**src/hw/rtl/gwa_pkg.sv**
```systemverilog
// Shared types and constants for the gated window average block.
// No dependencies; used by gated_window_average_top.
package gwa_pkg;

    localparam int unsigned DIST_W   = 16;
    localparam int unsigned STATUS_W = 2;
    localparam int unsigned AVG_W    = 20;
    localparam int unsigned ECNT_W   = 5;
    localparam int unsigned FRAC_W   = 4;

    // APB register map: one 32-bit word per register
    localparam int unsigned PADDR_W  = 3;
    localparam int unsigned PDATA_W  = 32;

    localparam logic REG_MIN_DISTANCE = 1'b0;
    localparam logic REG_MAX_DISTANCE = 1'b1;

    localparam logic [DIST_W-1:0] MIN_DISTANCE_RST = 16'd30;
    localparam logic [DIST_W-1:0] MAX_DISTANCE_RST = 16'd2000;

    localparam logic [STATUS_W-1:0] STATUS_STORED   = 2'd0;
    localparam logic [STATUS_W-1:0] STATUS_TIMEOUT  = 2'd1;
    localparam logic [STATUS_W-1:0] STATUS_RANGE    = 2'd2;

    localparam logic [ECNT_W-1:0] ECNT_MAX = 5'd31;

    typedef struct packed {
        logic [DIST_W-1:0] distance;
        logic              timed_out;
    } in_beat_t;

    typedef struct packed {
        logic [STATUS_W-1:0] status;
        logic [AVG_W-1:0]    average_q4;
        logic                average_valid;
        logic [ECNT_W-1:0]   entry_count;
    } out_beat_t;

    typedef enum logic [1:0] {
        ST_IDLE,
        ST_UPDATE,
        ST_DIVIDE,
        ST_DELIVER
    } gwa_state_t;

endpackage

```
**src/hw/rtl/gwa_ram.sv**
```systemverilog
// Generic single-clock RAM, one write port and one registered read port.
// No dependencies.
module gwa_ram #(
    parameter int unsigned WIDTH = 16,
    parameter int unsigned DEPTH = 16
) (
    input  logic                                      aclk,
    input  logic                                      we,
    input  logic [((DEPTH > 1) ? $clog2(DEPTH) : 1)-1:0] waddr,
    input  logic [WIDTH-1:0]                          wdata,
    input  logic [((DEPTH > 1) ? $clog2(DEPTH) : 1)-1:0] raddr,
    output logic [WIDTH-1:0]                          rdata
);

    logic [WIDTH-1:0] mem [DEPTH];

    always_ff @(posedge aclk) begin
        if (we) begin
            mem[waddr] <= wdata;
        end
        rdata <= mem[raddr];
    end

endmodule

```
**src/hw/rtl/gated_window_average_top.sv**
```systemverilog
// Gated moving average of range samples over a ring of recent distances.
// Sequence: a stored beat goes from accept through the update and divide states to
// deliver; a rejected beat skips update (DVD_W = 20 + clog2(RING_DEPTH+1) quotient bits).
// Throughput: s_ready is high only in idle and returns as m_valid rises, so one beat is
// in flight at a time; a result stall holds it off, and the bit-serial divider paces it.
// Reset: synchronous, active low; ring reads as zero via per-entry valid flags, so no
// clearing pass is needed and s_ready is high in the first cycle after reset.
// Depends on gwa_pkg and gwa_ram.
module gated_window_average_top #(
    parameter int unsigned RING_DEPTH = 16
) (
    input  logic                          aclk,
    input  logic                          aresetn,
    // input beats
    input  logic                          s_valid,
    output logic                          s_ready,
    input  gwa_pkg::in_beat_t             s_data,
    // result beats
    output logic                          m_valid,
    input  logic                          m_ready,
    output gwa_pkg::out_beat_t            m_data,
    // APB configuration
    input  logic                          psel,
    input  logic                          penable,
    input  logic                          pwrite,
    input  logic [gwa_pkg::PADDR_W-1:0]   paddr,
    input  logic [gwa_pkg::PDATA_W-1:0]   pwdata,
    output logic [gwa_pkg::PDATA_W-1:0]   prdata,
    output logic                          pready
);

    // ------------------------------------------------------------------
    // Derived widths
    // ------------------------------------------------------------------
    localparam int unsigned PTR_W  = (RING_DEPTH > 1) ? $clog2(RING_DEPTH) : 1;
    localparam int unsigned CNT_W  = $clog2(RING_DEPTH + 1);        // holds 0..RING_DEPTH
    localparam int unsigned SUM_W  = gwa_pkg::DIST_W + CNT_W;       // running sum of entries
    localparam int unsigned DVD_W  = SUM_W + gwa_pkg::FRAC_W;       // sum in q4
    localparam int unsigned STEP_W = $clog2(DVD_W + 1);
    localparam int unsigned XCNT_W = CNT_W + gwa_pkg::ECNT_W;       // room for saturation test

    // ------------------------------------------------------------------
    // State
    // ------------------------------------------------------------------
    gwa_pkg::gwa_state_t state_reg, state_next;

    logic [gwa_pkg::DIST_W-1:0]   min_reg, min_next;
    logic [gwa_pkg::DIST_W-1:0]   max_reg, max_next;

    logic [gwa_pkg::DIST_W-1:0]   dist_reg, dist_next;
    logic [gwa_pkg::STATUS_W-1:0] status_reg, status_next;

    logic [PTR_W-1:0]             wp_reg, wp_next;
    logic [RING_DEPTH-1:0]        valid_reg, valid_next;

    // running sum and count of nonzero ring entries, kept up to date on every store
    logic [SUM_W-1:0]             sum_reg, sum_next;
    logic [CNT_W-1:0]             count_reg, count_next;

    // restoring divider: quotient bits shift in as the dividend shifts out
    logic [DVD_W-1:0]             dvd_reg, dvd_next;
    logic [CNT_W-1:0]             rem_reg, rem_next;
    logic [STEP_W-1:0]            step_reg, step_next;

    gwa_pkg::out_beat_t           out_reg, out_next;
    logic                         m_valid_reg, m_valid_next;

    // ------------------------------------------------------------------
    // Sequencer controls
    // ------------------------------------------------------------------
    logic in_fire;
    logic ram_we;
    logic upd_en;
    logic div_en;
    logic out_load;
    logic cfg_wr;

    logic [gwa_pkg::STATUS_W-1:0] in_status;
    logic [gwa_pkg::DIST_W-1:0]   ram_rdata;
    logic [gwa_pkg::DIST_W-1:0]   old_val;
    logic [SUM_W-1:0]             sum_upd;
    logic [CNT_W-1:0]             count_upd;
    logic [CNT_W:0]               trial;
    logic                         trial_ge;
    logic [XCNT_W-1:0]            count_x;

    // ------------------------------------------------------------------
    // Ring store: write at the write pointer, read of the same slot runs
    // every cycle so the old entry is ready the cycle after a beat lands.
    // ------------------------------------------------------------------
    gwa_ram #(
        .WIDTH (gwa_pkg::DIST_W),
        .DEPTH (RING_DEPTH)
    ) u_ring (
        .aclk  (aclk),
        .we    (ram_we),
        .waddr (wp_reg),
        .wdata (dist_reg),
        .raddr (wp_reg),
        .rdata (ram_rdata)
    );

    // ------------------------------------------------------------------
    // Input gating: timeout wins over the range check
    // ------------------------------------------------------------------
    always_comb begin
        if (s_data.timed_out) begin
            in_status = gwa_pkg::STATUS_TIMEOUT;
        end else if ((s_data.distance < min_reg) || (s_data.distance > max_reg)) begin
            in_status = gwa_pkg::STATUS_RANGE;
        end else begin
            in_status = gwa_pkg::STATUS_STORED;
        end
    end

    // ------------------------------------------------------------------
    // Next state
    // ------------------------------------------------------------------
    always_comb begin
        state_next = state_reg;
        case (state_reg)
            gwa_pkg::ST_IDLE: begin
                if (s_valid) begin
                    if (in_status == gwa_pkg::STATUS_STORED) begin
                        state_next = gwa_pkg::ST_UPDATE;
                    end else begin
                        state_next = gwa_pkg::ST_DIVIDE;
                    end
                end
            end
            gwa_pkg::ST_UPDATE: begin
                state_next = gwa_pkg::ST_DIVIDE;
            end
            gwa_pkg::ST_DIVIDE: begin
                if (step_reg == '0) begin
                    state_next = gwa_pkg::ST_DELIVER;
                end
            end
            gwa_pkg::ST_DELIVER: begin
                if (!m_valid_reg || m_ready) begin
                    state_next = gwa_pkg::ST_IDLE;
                end
            end
            default: begin
                state_next = gwa_pkg::ST_IDLE;
            end
        endcase
    end

    // ------------------------------------------------------------------
    // Sequencer outputs
    // ------------------------------------------------------------------
    always_comb begin
        s_ready  = 1'b0;
        ram_we   = 1'b0;
        upd_en   = 1'b0;
        div_en   = 1'b0;
        out_load = 1'b0;
        case (state_reg)
            gwa_pkg::ST_IDLE: begin
                s_ready = 1'b1;
            end
            gwa_pkg::ST_UPDATE: begin
                ram_we = 1'b1;
                upd_en = 1'b1;
            end
            gwa_pkg::ST_DIVIDE: begin
                div_en = 1'b1;
            end
            gwa_pkg::ST_DELIVER: begin
                out_load = !m_valid_reg || m_ready;
            end
            default: begin
                s_ready = 1'b0;
            end
        endcase
    end

    assign in_fire = s_valid && s_ready;

    // ------------------------------------------------------------------
    // Configuration port; low address bits are ignored (word decode)
    // ------------------------------------------------------------------
    assign pready = 1'b1;
    assign cfg_wr = psel && penable && pwrite && pready;

    always_comb begin
        min_next = min_reg;
        max_next = max_reg;
        if (cfg_wr) begin
            if (paddr[2] == gwa_pkg::REG_MIN_DISTANCE) begin
                min_next = pwdata[gwa_pkg::DIST_W-1:0];
            end else begin
                max_next = pwdata[gwa_pkg::DIST_W-1:0];
            end
        end
    end

    always_comb begin
        if (paddr[2] == gwa_pkg::REG_MIN_DISTANCE) begin
            prdata = gwa_pkg::PDATA_W'(min_reg);
        end else begin
            prdata = gwa_pkg::PDATA_W'(max_reg);
        end
    end

    // ------------------------------------------------------------------
    // Ring update: swap the old entry out of the running sum and count.
    // An entry never written reads as zero.
    // ------------------------------------------------------------------
    assign old_val   = valid_reg[wp_reg] ? ram_rdata : '0;
    assign sum_upd   = sum_reg - SUM_W'(old_val) + SUM_W'(dist_reg);
    assign count_upd = count_reg - CNT_W'(old_val != '0) + CNT_W'(dist_reg != '0);

    // divider step
    assign trial    = {rem_reg, dvd_reg[DVD_W-1]};
    assign trial_ge = trial >= {1'b0, count_reg};

    assign count_x = XCNT_W'(count_reg);

    always_comb begin
        dist_next   = dist_reg;
        status_next = status_reg;
        wp_next     = wp_reg;
        valid_next  = valid_reg;
        sum_next    = sum_reg;
        count_next  = count_reg;
        dvd_next    = dvd_reg;
        rem_next    = rem_reg;
        step_next   = step_reg;

        if (in_fire) begin
            dist_next   = s_data.distance;
            status_next = in_status;
            // rejected beats divide the current ring straight away
            dvd_next    = {sum_reg, gwa_pkg::FRAC_W'(0)};
            rem_next    = '0;
            step_next   = STEP_W'(DVD_W - 1);
        end

        if (upd_en) begin
            sum_next           = sum_upd;
            count_next         = count_upd;
            valid_next[wp_reg] = 1'b1;
            if (wp_reg == PTR_W'(RING_DEPTH - 1)) begin
                wp_next = '0;
            end else begin
                wp_next = wp_reg + 1'b1;
            end
            dvd_next  = {sum_upd, gwa_pkg::FRAC_W'(0)};
            rem_next  = '0;
            step_next = STEP_W'(DVD_W - 1);
        end

        if (div_en) begin
            dvd_next  = {dvd_reg[DVD_W-2:0], trial_ge};
            rem_next  = trial_ge ? CNT_W'(trial - {1'b0, count_reg}) : trial[CNT_W-1:0];
            step_next = step_reg - 1'b1;
        end
    end

    // ------------------------------------------------------------------
    // Output register: holds the finished beat until taken
    // ------------------------------------------------------------------
    always_comb begin
        out_next     = out_reg;
        m_valid_next = m_valid_reg;
        if (out_load) begin
            out_next.status        = status_reg;
            out_next.average_q4    = (count_reg == '0) ? '0 : dvd_reg[gwa_pkg::AVG_W-1:0];
            out_next.average_valid = (count_reg != '0);
            out_next.entry_count   = (count_x > XCNT_W'(gwa_pkg::ECNT_MAX)) ?
                                     gwa_pkg::ECNT_MAX : count_x[gwa_pkg::ECNT_W-1:0];
            m_valid_next           = 1'b1;
        end else if (m_ready) begin
            m_valid_next = 1'b0;
        end
    end

    assign m_valid = m_valid_reg;
    assign m_data  = out_reg;

    // ------------------------------------------------------------------
    // Registers
    // ------------------------------------------------------------------
    always_ff @(posedge aclk) begin
        if (!aresetn) begin
            state_reg   <= gwa_pkg::ST_IDLE;
            min_reg     <= gwa_pkg::MIN_DISTANCE_RST;
            max_reg     <= gwa_pkg::MAX_DISTANCE_RST;
            wp_reg      <= '0;
            valid_reg   <= '0;
            sum_reg     <= '0;
            count_reg   <= '0;
            step_reg    <= '0;
            m_valid_reg <= 1'b0;
        end else begin
            state_reg   <= state_next;
            min_reg     <= min_next;
            max_reg     <= max_next;
            wp_reg      <= wp_next;
            valid_reg   <= valid_next;
            sum_reg     <= sum_next;
            count_reg   <= count_next;
            step_reg    <= step_next;
            m_valid_reg <= m_valid_next;
        end
    end

    // payload, no reset
    always_ff @(posedge aclk) begin
        dist_reg   <= dist_next;
        status_reg <= status_next;
        dvd_reg    <= dvd_next;
        rem_reg    <= rem_next;
        out_reg    <= out_next;
    end

    // ------------------------------------------------------------------
    // Assertions
    // ------------------------------------------------------------------
`ifndef SYNTHESIS
    a_count_bound: assert property (@(posedge aclk) disable iff (!aresetn)
        count_reg <= CNT_W'(RING_DEPTH))
        else $error("entry count above ring depth");

    a_wp_bound: assert property (@(posedge aclk) disable iff (!aresetn)
        wp_reg <= PTR_W'(RING_DEPTH - 1))
        else $error("write pointer past ring end");

    a_empty_sum: assert property (@(posedge aclk) disable iff (!aresetn)
        (count_reg == '0) |-> (sum_reg == '0))
        else $error("nonzero sum with empty ring");

    a_busy_after_accept: assert property (@(posedge aclk) disable iff (!aresetn)
        in_fire |=> !s_ready)
        else $error("beat accepted while previous beat in flight");

    a_valid_flag: assert property (@(posedge aclk) disable iff (!aresetn)
        m_valid |-> (m_data.average_valid == (m_data.entry_count != '0)))
        else $error("average_valid disagrees with entry_count");
`endif

endmodule
```
**config.mk**
```make
export PLATFORM = sky130hd
export DESIGN_NAME = gated_window_average_top
export DESIGN_NICKNAME = d
export VERILOG_FILES = /design/src/hw/rtl/gwa_pkg.sv /design/src/hw/rtl/gwa_ram.sv /design/src/hw/rtl/gated_window_average_top.sv
export SDC_FILE = /design/constraint.sdc
export NUM_CORES = 1
export LEC_CHECK = 0
export ABC_AREA = 1
export BUFFER_PORTS_ARGS = -buffer_cell sky130_fd_sc_hd__buf_2
export CORE_ASPECT_RATIO = 0.6
export CORE_MARGIN = 2
export CORE_UTILIZATION = 50
export DETAILED_ROUTE_END_ITERATION = 8
export GPL_ROUTABILITY_DRIVEN = 0
export GPL_TIMING_DRIVEN = 0
export HOLD_SLACK_MARGIN = 0.15
export MAX_ROUTING_LAYER = met4
export PLACE_DENSITY_LB_ADDON = 0.2
export SETUP_SLACK_MARGIN = 0.02
export SYNTH_ARGS = -nofsm -noshare
export SYNTH_HDL_FRONTEND = slang
export SYNTH_HIERARCHICAL = 1
export SYNTH_SLANG_ARGS = --single-unit
```
**constraint.sdc**
```tcl
create_clock -name aclk -period 3.3 [get_ports aclk]
set_input_delay 0.66 -clock aclk [delete_from_list [all_inputs] [get_ports aclk]]
set_output_delay 0.66 -clock aclk [all_outputs]
set_load 0.02 [all_outputs]
```
After elaboration in Yosys (flattened, before gate mapping)
Memories as Yosys holds them, arrays and structs flattened. A register that Yosys moved wholly into a read port is not among the register bits.
Index checks and enable logic that the tools add are counted.
Widths: inputs -> output; s select.
{"block": "word_totals", "ff_bits": 162, "out_inout_bits": 63, "ram_bits": 256, "in_bits": 59, "word_cells": 91, "memories": 1}
{"name": "u_ring.mem", "words": 16, "width": 16, "read_ports": 1, "rd_clocked_by_memory_dff": 1, "wr": 1, "line_no": "gwa_ram.sv:15", "text": "logic [WIDTH-1:0] mem [DEPTH];"}
{"block": "classes", "magnitude_cmp": 6, "muxes": 32, "n_bitwise": 2, "add_sub_neg": 7, "n_eq_ne": 7, "reduce_logical": 19}
{"cell": "$mux 25", "n": 3}
{"cell": "$mux 5", "n": 7}
{"cell": "$mux 16", "n": 2}
{"cell": "$reduce_bool 16->1", "n": 2}
{"cell": "$add 21x16->21", "n": 1}
{"cell": "$sub 21x16->21", "n": 1}
{"cell": "$gt 16x16->1", "n": 1}
{"cell": "$lt 16x16->1", "n": 1}
{"cell": "$or 16x16->16", "n": 1}
{"cell": "$mux 2", "n": 6}
{"cell": "$logic_not 5->1", "n": 2}
{"cell": "$mux 1", "n": 10}
{"cell": "$pmux 2 s4", "n": 1}
{"cell": "$ge 6x5->1", "n": 1}
{"cell": "$ne 2x2->1 const B", "n": 3}
{"cell": "$add 5x1->5", "n": 1}
{"cell": "$gt 5x5->1 const B", "n": 1}
{"cell": "$lt 4x5->1 const B", "n": 1}
{"cell": "$reduce_bool 5->1", "n": 1}
{"cell": "$sub 5x1->5", "n": 1}
{"cell": "$sub 5x1->5 const B", "n": 1}
{"cell": "$sub 5x5->5", "n": 1}
{"cell": "$add 4x1->4 const B", "n": 1}
{"cell": "$bmux 1 s4", "n": 1}
{"cell": "other kinds (15)", "n": 22}

Longest topological paths before layout
Gate-level depths: netlist of run 1.
{"block": "logic_depth", "depth_word": 8, "ltp_mapped": 25, "mapped_depth_nobuf": 24}

Modules after synthesis
The synthesis of run 1 kept the hierarchy.
{"mod": "gwa_ram", "area_per_inst_um2": 11379.7, "instances": 1, "seq_area_each_um2": 8007.7, "cells_each": 1076}
{"mod": "gated_window_average_top", "area_per_inst_um2": 9466.6, "instances": 1, "seq_area_each_um2": 4003.8, "cells_each": 1190}

Least setup slack after synthesis of run 1
Ideal clock, no wire load.
{"block": "synth_timing", "path_kind": "register to register", "from": "register wp_reg[0]", "to": "register dvd_reg[24], data pin", "n_path_buf": 2, "path_stages_with_launch": 23, "period_less_slack_ns": 3.363, "arrival_time_ns": 3.111, "path_slack_ns": -0.063, "setup_time_ns": 0.252, "required_ns": 3.048, "cell_sequence": "dfxtp_1 -> inv_1 -> o21ai_0 -> nand2_1 -> nand2_1 -> nand2_1 -> nor2_2 -> buf_6 -> buf_4 -> nor2_1 -> fa_1 -> inv_1 -> ha_1 -> nand2_1 -> nor2_1 -> and2_1 -> nand4_1 -> nand4_1 -> nand2_1 -> nand2_1 -> nand2_1 -> nand2_1 -> nand2_1"}
{"block": "synth_between", "elab_chain_len": 7}
{"element": "start: declaration", "line_no": "gated_window_average_top.sv:53", "text": "logic [PTR_W-1:0] wp_reg, wp_next;"}
{"element": "start signal: assignment", "line_no": "gated_window_average_top.sv:301", "text": "wp_reg <= wp_next;"}
{"element": "$bmux 1 s4", "line_no": "gated_window_average_top.sv:211", "text": "assign old_val = valid_reg[wp_reg] ? ram_rdata : '0;"}
{"element": "$mux 1 (implied by the code)", "line_no": "gated_window_average_top.sv:211"}
{"element": "$mux 16", "line_no": "gated_window_average_top.sv:211"}
{"element": "$sub 21x16->21", "line_no": "gated_window_average_top.sv:212", "text": "assign sum_upd = sum_reg - SUM_W'(old_val) + SUM_W'(dist_reg);"}
{"element": "$add 21x16->21", "line_no": "gated_window_average_top.sv:212"}
{"element": "$mux 25", "line_no": "gated_window_average_top.sv:241", "text": "if (upd_en) begin"}
{"element": "$mux 25", "line_no": "gated_window_average_top.sv:255", "text": "if (div_en) begin"}
{"element": "net dvd_next[24]", "line_no": "gated_window_average_top.sv:61", "text": "logic [DVD_W-1:0] dvd_reg, dvd_next;"}
{"element": "end signal: assignment", "line_no": "gated_window_average_top.sv:314", "text": "dvd_reg <= dvd_next;"}
{"element": "end: declaration", "line_no": "gated_window_average_top.sv:61"}
The timed path passes the listed nets, and every way through them passes these cells. The select of a mux whose other input is x is not followed.
A chain may end at the register's enable or synchronous reset.

Worst setup path after layout of run 1
{"block": "layout_timing", "from": "register wp_reg[0]", "to": "register dvd_reg[20], data pin"}
Same word-level chain as after synthesis.

==> out/summary.md, run 1 <==
- 6 — Crit Path Max Fanout
- edfxtp_1 — most used flip-flop cell after synthesis
- 0 — # Max-Cap Violations
- -0.6804 ns — Post-Place Setup Slack
- 3 — Longest Clk Path Bufs
- 16,490 — vias post-DR
- 332 — number of enable-type register cells in the synthesized netlist
- 23.27 mW — total chip power
- 42 — Netlist cell types
- 107.9% — period utilization
- 3.60 ns — Req. time, crit path
- 24,840 um^2 — design area
- nand2_1 (519), inv_1 (410), edfxtp_1 (332) — most used cells in the layout excluding fill and tap cells
- 8 — length of the first detailed-routing pass in iterations
- 29.15% — worst-case headroom to the max-slew limit
- 162.2 um — die height
- 15,390 — via count of the first global-routing pass
- flop — type of destination of the critical path
- -0.26 ns — worst setup slack for register-to-register paths
- 2 — initial antenna violation count
- 267.6 um — die width
- 0.07 ns — clock slew at the register clock pins of the worst setup and hold paths
- 0.2810 GHz — maximum clock frequency
- status_reg[0] — hold path endpoint
- 2,940 — Post-Place Cells
- 122 — I/O pin total
- 57 — Core Rows
- 0 — total grt overflow
- 434 — Clock Sinks
- nand2_1 — most common cell after layout, fill and taps aside
- 57.62% — sequential share of the synthesized area
- 40,790 um^2 — CORE AREA
- done — clock tree from TritonCTS
- 43,390 um^2 — Die ar.
- 88,260 um — global-route wire length before repair
- 60.88% — core utilization of the finished layout
- 0 — number of hold-slack violations in the final timing report
- in2reg — HP Class
- dvd_reg[20] — destination of the worst register-to-register timing path
- 22,270 um^2 — post-detailed-placement cell area
- 33 — maximum number of pins on one net before global-route repair
- 2,614 — Total Nets Final
- 937.1 nW/um^2 — Pwr per Cell Area
- 27.80% — GR Util All Layers
- 51.10% — starting density of the core
- 434 — number of synthesized register bits
- true — setup repair after global routing missed its margin
- 0% — Synth async-reset ratio
- 3.86 ns — arrival time of the worst setup path
- 0 — number of hold buffers added after cts
- 1,927 — initial DRC count
- 3.559 ns — fin crit period
- 1 — worst hold path depth
- 20,850 um^2 — synthesized area
- flop — startpoint types
- 0.01502 ns — final setup skew
- 0.6204 mV — highest ir drop seen on vdd
- 0 — number of nets still failing antenna checks after routing
- 0 — final count of pins violating max slew
- 0.3167 ns — final worst hold slack
- s_data[0] — hold path startpoint
- -3.986 ns — total negative slack for setup checks
- 19.13% — area overhead of the layout relative to synthesis
- 0 — drt drc
- setup timing — failing checks
- 3,384 — fill count
- 0.55 ns — insertion delay to the later sink of the worst-skew pair
- 19.36 um — detailed-route wire length per cell
- -0.2593 ns — final worst-path setup slack
- 256 — number of flip-flops in the largest register
- 22 — depth of the worst register-to-register path
- 3,054 — fin cells
- 31 — final setup vio count
- reg2reg — critical path class
- 2 — htree depth
- clkbuf_16 — Clock Tree Root
- 10.97 nW — leakage power total
- wp_reg[0] — Worst R2R Start
- 6 — Synthesis Warnings
- 40,840 um — HPWL after DPL
- 85 — number of I/O port buffers
- 9.200 um^2 — Syn Area/Cell
- 2,266 — synthesized instance count
- 1.063 ns — Worst Max-Slew Pin Slew
- 41 — total CTS buffers
- 5.400 — per-cell via count in the routed design
- finished, violations left — run status
- 17.90% — fraction of final layout cells with drive strength greater than 1
- 59,140 um — final routed wirelength across all metal layers
==> layout make-up <==
| class | count | area, um^2 | area share, % |
|---|---|---|---|
| Antenna cell | 3 | 7.507 | 0.03023 |
| Buffer | 103 | 591.8 | 2.383 |
| Clock buffer | 54 | 1136 | 4.575 |
| Clock inverter | 19 | 192.7 | 0.7759 |
| Inverter | 429 | 1618 | 6.514 |
| Multi-Input combinational cell | 1315 | 7616 | 30.67 |
| Sequential cell | 434 | 12020 | 48.41 |
| Tap cell | 560 | 700.7 | 2.821 |
| Timing Repair Buffer | 137 | 950.9 | 3.829 |
==> worst max path at each step <==
stage / slack, ns / cells past startpoint / endpoint / from
after floorplan: 0.08 / 23 / dvd_reg[24] / wp_reg[0]
after global placement: -0.62 / 21 / dvd_reg[19] / wp_reg[0]
after detailed placement: -0.68 / 21 / dvd_reg[19] / wp_reg[0]
after CTS: -0.11 / 21 / dvd_reg[14] / wp_reg[0]
after global routing: -0.44 / 23 / dvd_reg[24] / wp_reg[0]
final: -0.26 / 22 / dvd_reg[20] / wp_reg[0]
==> where the power goes <==
| group | internal, mW | total [mW] | switching [mW] | leakage [nW] |
|---|---|---|---|---|
| Clock | 2.67 | 4.75 | 2.08 | 0.651 |
| Combinational | 4.14 | 11.0 | 6.90 | 6.44 |
| Sequential | 6.89 | 7.48 | 0.590 | 3.88 |
==> timing repair <==
item                       4_1_cts  5_1_grt
cloned                           2        1
setup endpoints to repair       40       37
setup buffers                   20       15
resized for setup              139      108
pin swaps                       40       67
==> cell usage after synthesis (all sizes together), types with 4 or more instances <==
| master | number | area (um^2) |
|---|---|---|
| a21oi | 103 | 515.5 |
| a31oi | 5 | 31.28 |
| a41oi | 4 | 35.03 |
| buf | 72 | 471.7 |
| clkbuf | 31 | 116.4 |
| dfxtp | 102 | 2042 |
| edfxtp | 332 | 9970 |
| fa | 18 | 360.4 |
| ha | 76 | 950.9 |
| inv | 429 | 1610 |
| nand2 | 561 | 2111 |
| nand3 | 230 | 1156 |
| nand4 | 9 | 56.30 |
| nor2 | 133 | 504.2 |
| nor3 | 6 | 30.03 |
| nor4 | 4 | 25.02 |
| o211ai | 6 | 45.04 |
| o21ai | 112 | 560.5 |
| xnor2 | 4 | 35.03 |
| xor2 | 9 | 78.83 |
==> per-layer routing <==
layer	wire, um	global-route usage [%]
met1	26510	41.32
met2	24180	37.27
met3	7316	8.338
met4	1128	5.841
met5	0	-
==> critical path: stages, from the launching register on <==
cell and delay, ns:
dfxtp_4 0.38, clkinvlp_4 0.12, buf_4 0.11, nand2_1 0.04
nand3_1 0.05, o21ai_0 0.08, nand2_1 0.10, nand2_2 0.07
nor2_4 0.15, buf_6 0.17, buf_6 0.14, nor2_4 0.03
fa_1 0.49, inv_2 0.05, ha_4 0.27, a21oi_4 0.22
o21ai_4 0.10, buf_6 0.13, a21oi_4 0.16, a21oi_2 0.06
nand3b_1 0.18, nand3_1 0.12, nand2_1 0.06
==> kinds of logic after synthesis <==
logic type	count (synthesis)	synth area share, %
AOI/OAI and AO/OA	244	6.212
xor gates and xnor gates	13	0.5462
adders and majority gates	94	6.290
buffers and inverters	532	10.55
DFF	434	57.62
other	2	0.03603
and+or+nand+nor	947	18.75
Note: power is estimated with default switching activity, not from simulation.
==> run 2: changes to the inputs <==
PLACE_DENSITY = 0.7   (was default)
PLACE_DENSITY_LB_ADDON = default   (was 0.2)
==> out/summary.md, run 2 (synthesis results as in run 1) <==
- 20.26% — area overhead of the layout relative to synthesis
- 2,938 — Post-Place Cells
- 2,397 — initial DRC count
- 40,630 um — HPWL after DPL
- 43,390 um^2 — Die ar.
- 57 — Core Rows
- 3,306 — fill count
- setup timing — failing checks
- 3.615 ns — fin crit period
- 256 — number of flip-flops in the largest register
- 0 — number of hold-slack violations in the final timing report
- 22,240 um^2 — post-detailed-placement cell area
- 1.019 ns — Worst Max-Slew Pin Slew
- 2 — htree depth
- 0 — drt drc
- 0.02118 ns — final setup skew
- flop — type of destination of the critical path
- clkbuf_16 — Clock Tree Root
- 40 — total CTS buffers
- -0.7706 ns — Post-Place Setup Slack
- 0.07 ns — clock slew at the register clock pins of the worst setup and hold paths
- 11.06 nW — leakage power total
- 19.32% — fraction of final layout cells with drive strength greater than 1
- 31.99% — worst-case headroom to the max-slew limit
- 0.56 ns — insertion delay to the later sink of the worst-skew pair
- 19.63 um — detailed-route wire length per cell
- met1 — gr busiest metal
- 33 — maximum number of pins on one net before global-route repair
- 162.2 um — die height
- 89,490 um — global-route wire length before repair
- nand2_1 (518), inv_1 (400), edfxtp_1 (332) — most used cells in the layout excluding fill and tap cells
- 31 — final setup vio count
- 60,410 um — final routed wirelength across all metal layers
- 0 — number of nets still failing antenna checks after routing
- 3 — Longest Clk Path Bufs
- 85 — number of I/O port buffers
- 2,639 — Total Nets Final
- 51.10% — starting density of the core
- 434 — Clock Sinks
- 6 — Crit Path Max Fanout
- 3.61 ns — Req. time, crit path
- finished, violations left — run status
- 0.6280 mV — highest ir drop seen on vdd
- 16,790 — vias post-DR
- 122 — I/O pin total
- 2 — initial antenna violation count
- 0 — total grt overflow
- 61.45% — core utilization of the finished layout
- 0.2766 GHz — maximum clock frequency
- 15,670 — via count of the first global-routing pass
- in2reg — HP Class
- 109.5% — period utilization
- 40,790 um^2 — CORE AREA
- 28.02% — GR Util All Layers
- 0 — # Max-Cap Violations
- flop — startpoint types
- 38.09% — GR met2 Demand/Resource
- 948.1 nW/um^2 — Pwr per Cell Area
- done — clock tree from TritonCTS
- 3,077 — fin cells
- 25,070 um^2 — design area
- 5.458 — per-cell via count in the routed design
- 3.92 ns — arrival time of the worst setup path
- reg2reg — critical path class
- -0.3150 ns — final worst-path setup slack
- 0 — final count of pins violating max slew
- 8.354% — met3 capacity usage during global routing
- true — setup repair after global routing missed its margin
- 5 — length of the first detailed-routing pass in iterations
- 0 — number of hold buffers added after cts
- 267.6 um — die width
- nand2_1 — most common cell after layout, fill and taps aside
- 41.31% — met1 track demand over resource
run 2: critical path, cell delays in order, from the launching register on:
cell	delay [ns]
dfxtp_4	0.42
clkinvlp_4	0.18
buf_6	0.16
nand2_2	0.07
nand3_2	0.07
o21ai_2	0.06
nand2_1	0.08
nand2_2	0.11
nor2_4	0.06
buf_8	0.15
buf_16	0.15
nor2_4	0.11
fa_1	0.44
inv_2	0.09
ha_4	0.23
a21oi_4	0.20
o21bai_1	0.13
a31oi_2	0.22
nand2_1	0.08
nand2_1	0.10
nand3_2	0.10
nand3_2	0.11
nand2_1	0.06
run 2: repair_timing:
item | 4_1_cts | 5_1_grt
setup endpoints to repair | 40 | 39
pin swaps | 51 | 49
cloned | 2 | 1
resized for setup | 172 | 85
buffers inserted | 29 | 35
run 2: worst paths after layout:
check | endpoint | depth (start not counted) | from | slack (ns)
worst min register to register | m_data[27] | 0 | status_reg[1] | 0.42
worst max register to register | dvd_reg[22] | 22 | wp_reg[0] | -0.32
worst min-delay path | dist_reg[0] | 1 | s_data[1] | 0.31
worst max-delay path | dvd_reg[22] | 22 | wp_reg[0] | -0.32
run 2: where the power goes:
part / total, mW / internal, mW / leakage (nW) / switching [mW]
Combinational: 11.6 / 4.37 / 6.54 / 7.25
Sequential: 7.36 / 6.88 / 3.88 / 0.479
Clock: 4.79 / 2.71 / 0.646 / 2.08
Total: 23.8 / 14.0 / 11.1 / 9.80
run 2: area by class of cell:
type | instances | area [um^2] | share of cell area [%]
Tap cell | 560 | 700.7 | 2.795
Sequential cell | 434 | 12020 | 47.95
Antenna cell | 2 | 5.005 | 0.01996
Buffer | 103 | 599.3 | 2.391
Clock inverter | 16 | 185.2 | 0.7387
Multi-Input combinational cell | 1315 | 7634 | 30.45
Timing Repair Buffer | 163 | 1175 | 4.687
Inverter | 429 | 1620 | 6.463
Clock buffer | 55 | 1130 | 4.507
run 2: per-stage QoR:
step | setup TNS, ns | hold WS, ns | total power, mW
after CTS | -1.539 | 0.2981 | 21.95
after global placement | -12.02 | 0.4039 | 14.62
after detailed placement | -16.17 | 0.4057 | 14.87
after floorplan | 0 | 0.4003 | 12.61
final | -6.041 | 0.3107 | 23.77
after global routing | -10.77 | 0.3038 | 24.89
run 2: routing by layer:
layer | wire length, um | vias to the layer above | part of all wire, %
li1 | - | 7710 | -
met1 | 25750 | 8016 | 43
met2 | 24990 | 963 | 41
met3 | 8549 | 105 | 14
met4 | 1124 | 0 | 1.9
met5 | 0 | - | 0
==> run 3: changes to the inputs <==
PLACE_DENSITY = 0.76   (was 0.7)
==> out/summary.md, run 3 (synthesis results as in run 1) <==
- 31.5% — Reg power frac
- 1 — initial antenna violation count
- 7471 um^2 — multi-input gate area in the final layout
- 0 — number of inserted diodes
- 16,080 — via count of the first global-routing pass
- flop — startpoint types
- 51.10% — starting density of the core
- 3.60 ns — Req. time, crit path
- 27.88% — worst-case headroom to the max-slew limit
- 1.081 ns — Worst Max-Slew Pin Slew
- 85 — number of I/O port buffers
- 5.586 — per-cell via count in the routed design
- 0 — # Max-Cap Violations
- nand2_1 (528), inv_1 (411), edfxtp_1 (332) — most used cells in the layout excluding fill and tap cells
- 0.01517 ns — final setup skew
- 0.6704 mV — highest ir drop seen on vdd
- nand2_1 — critical path's most frequent cell
- 940.0 nW/um^2 — Pwr per Cell Area
- nand2_1 — most common cell after layout, fill and taps aside
- in2reg — HP Class
- 39 — total CTS buffers
- 12,020 um^2 — area taken by flip-flops and latches
- 0.51 ns — crit-path max cell delay
- 2,634 — Total Nets Final
- done — clock tree from TritonCTS
- 3 — Longest Clk Path Bufs
- 267.6 um — die width
- 13.50 mW — internal power
- 17,150 — vias post-DR
- 0 — drt drc
- reg2reg — critical path class
- 24,730 um^2 — design area
- simple AND/OR/NAND/NOR gates — cell class contributing the biggest share of worst-path delay
- 3.98 ns — arrival time of the worst setup path
- 0.55 ns — insertion delay to the later sink of the worst-skew pair
- 0 — total grt overflow
- 3,070 — fin cells
- 60.62% — core utilization of the finished layout
- 22,130 um^2 — post-detailed-placement cell area
- fa_1 — Critical-path top delay cell
- flop — type of destination of the critical path
- 2,621 — initial DRC count
- clkbuf_16 — Clock Tree Root
- 0.2721 GHz — maximum clock frequency
- 0.07 ns — clock slew at the register clock pins of the worst setup and hold paths
- 111.4% — period utilization
- 256 — number of flip-flops in the largest register
- 9.742 mW — switching pwr
- 2,930 — Post-Place Cells
- -0.6323 ns — Post-Place Setup Slack
- 19.5% — Clk network pwr share
- -0.3747 ns — final worst-path setup slack
- 10.98 nW — leakage power total
- 5 — Buf/Inv on CP
- 33 — maximum number of pins on one net before global-route repair
- 43,390 um^2 — Die ar.
- setup timing — failing checks
- 39,760 um — HPWL after DPL
- 7 — Crit Path Max Fanout
- 19.73 um — detailed-route wire length per cell
- 0 — final count of pins violating max slew
- 18.62% — area overhead of the layout relative to synthesis
- 434 — Clock Sinks
- 33 — final setup vio count
- 60,580 um — final routed wirelength across all metal layers
- 3.675 ns — fin crit period
- finished, violations left — run status
- 2 — htree depth
- true — setup repair after global routing missed its margin
- -7.300 ns — total negative slack for setup checks
- 57 — Core Rows
- buf_6 > o211ai_1 > nand2_1 > nand2_1 > nand2_2 > nor2_4 > buf_6 > buf_8 > nor2_1 > fa_1 > inv_1 > ha_4 > nand2_4 > inv_2 > nand2_2 > nand2_1 > nand2_1 > nand2_1 > nand2_1 > nand4_1 > nand3_2 > nand3_2 > nand2_1 — Critical Path, Cell by Cell
- 122 — I/O pin total
- 41.91% — Sw Ratio
- 40,790 um^2 — CORE AREA
- 27.56% — GR Util All Layers
- 49.0% — share of power burned in combinational logic
- 8 — length of the first detailed-routing pass in iterations
- 0 — number of nets still failing antenna checks after routing
- 162.2 um — die height
- 17.65% — fraction of final layout cells with drive strength greater than 1
- 88,750 um — global-route wire length before repair
- 0 — number of hold-slack violations in the final timing report
- 3,140 — fill count
[run 3: routing by layer]
layer	vias to the layer above	global-route usage [%]	wire length, um
met1	8158	38.90	24260
met3	162	8.899	9191
met5	-	-	0
li1	7688	-	-
met4	0	7.009	1606
met2	1142	38.33	25520
[run 3: worst paths after layout]
path	from	endpoint	slack, ns	depth (start not counted)
setup / recovery	wp_reg[0]	dvd_reg[23]	-0.37	23
hold / removal	s_data[1]	dist_reg[0]	0.32	1
setup reg to reg	wp_reg[0]	dvd_reg[23]	-0.37	23
hold reg to reg	status_reg[0]	m_data[26]	0.42	0
[run 3: worst register-to-register path, cell delays in order (launching register included)]
cell and delay (ns):
dfxtp_4 0.39, buf_6 0.14, o211ai_1 0.22, nand2_1 0.10
nand2_1 0.09, nand2_2 0.07, nor2_4 0.14, buf_6 0.17
buf_8 0.14, nor2_1 0.06, fa_1 0.51, inv_1 0.08
ha_4 0.34, nand2_4 0.09, inv_2 0.07, nand2_2 0.07
nand2_1 0.12, nand2_1 0.09, nand2_1 0.09, nand2_1 0.08
nand4_1 0.12, nand3_2 0.09, nand3_2 0.09, nand2_1 0.06
[run 3: cell type report]
class | count | area share [%]
buffer | 103 | 2.393
multi-input combinational | 1315 | 30.21
clock inverter | 22 | 0.8501
tap | 560 | 2.834
clock buffer | 48 | 4.124
inverter | 429 | 6.553
sequential | 434 | 48.62
timing repair buffer | 159 | 4.417
[run 3: stage by stage]
step	hold WS (ns)	total power, mW
floorplan	0.4003	12.61
global placement	0.4092	14.55
detailed placement	0.4147	14.83
CTS	0.2993	21.26
global route	0.3054	24.23
finish	0.3200	23.24
[run 3: timing repair]
action                     in CTS  in global routing
gates cloned                    3                  0
setup endpoints to repair      38                 39
gates resized for setup       141                 70
pin swaps                      46                 50
setup buffers                  30                 37
hold buffers                    0                  0
[run 3: power groups by stage]
stage	Clock (mW)	Sequential, mW	Combinational, mW
after floorplan	0	7.33	5.28
after global placement	0	7.53	7.02
after detailed placement	0	7.57	7.26
after CTS	4.56	7.44	9.26
after global routing	4.76	7.37	12.1
final	4.53	7.33	11.4
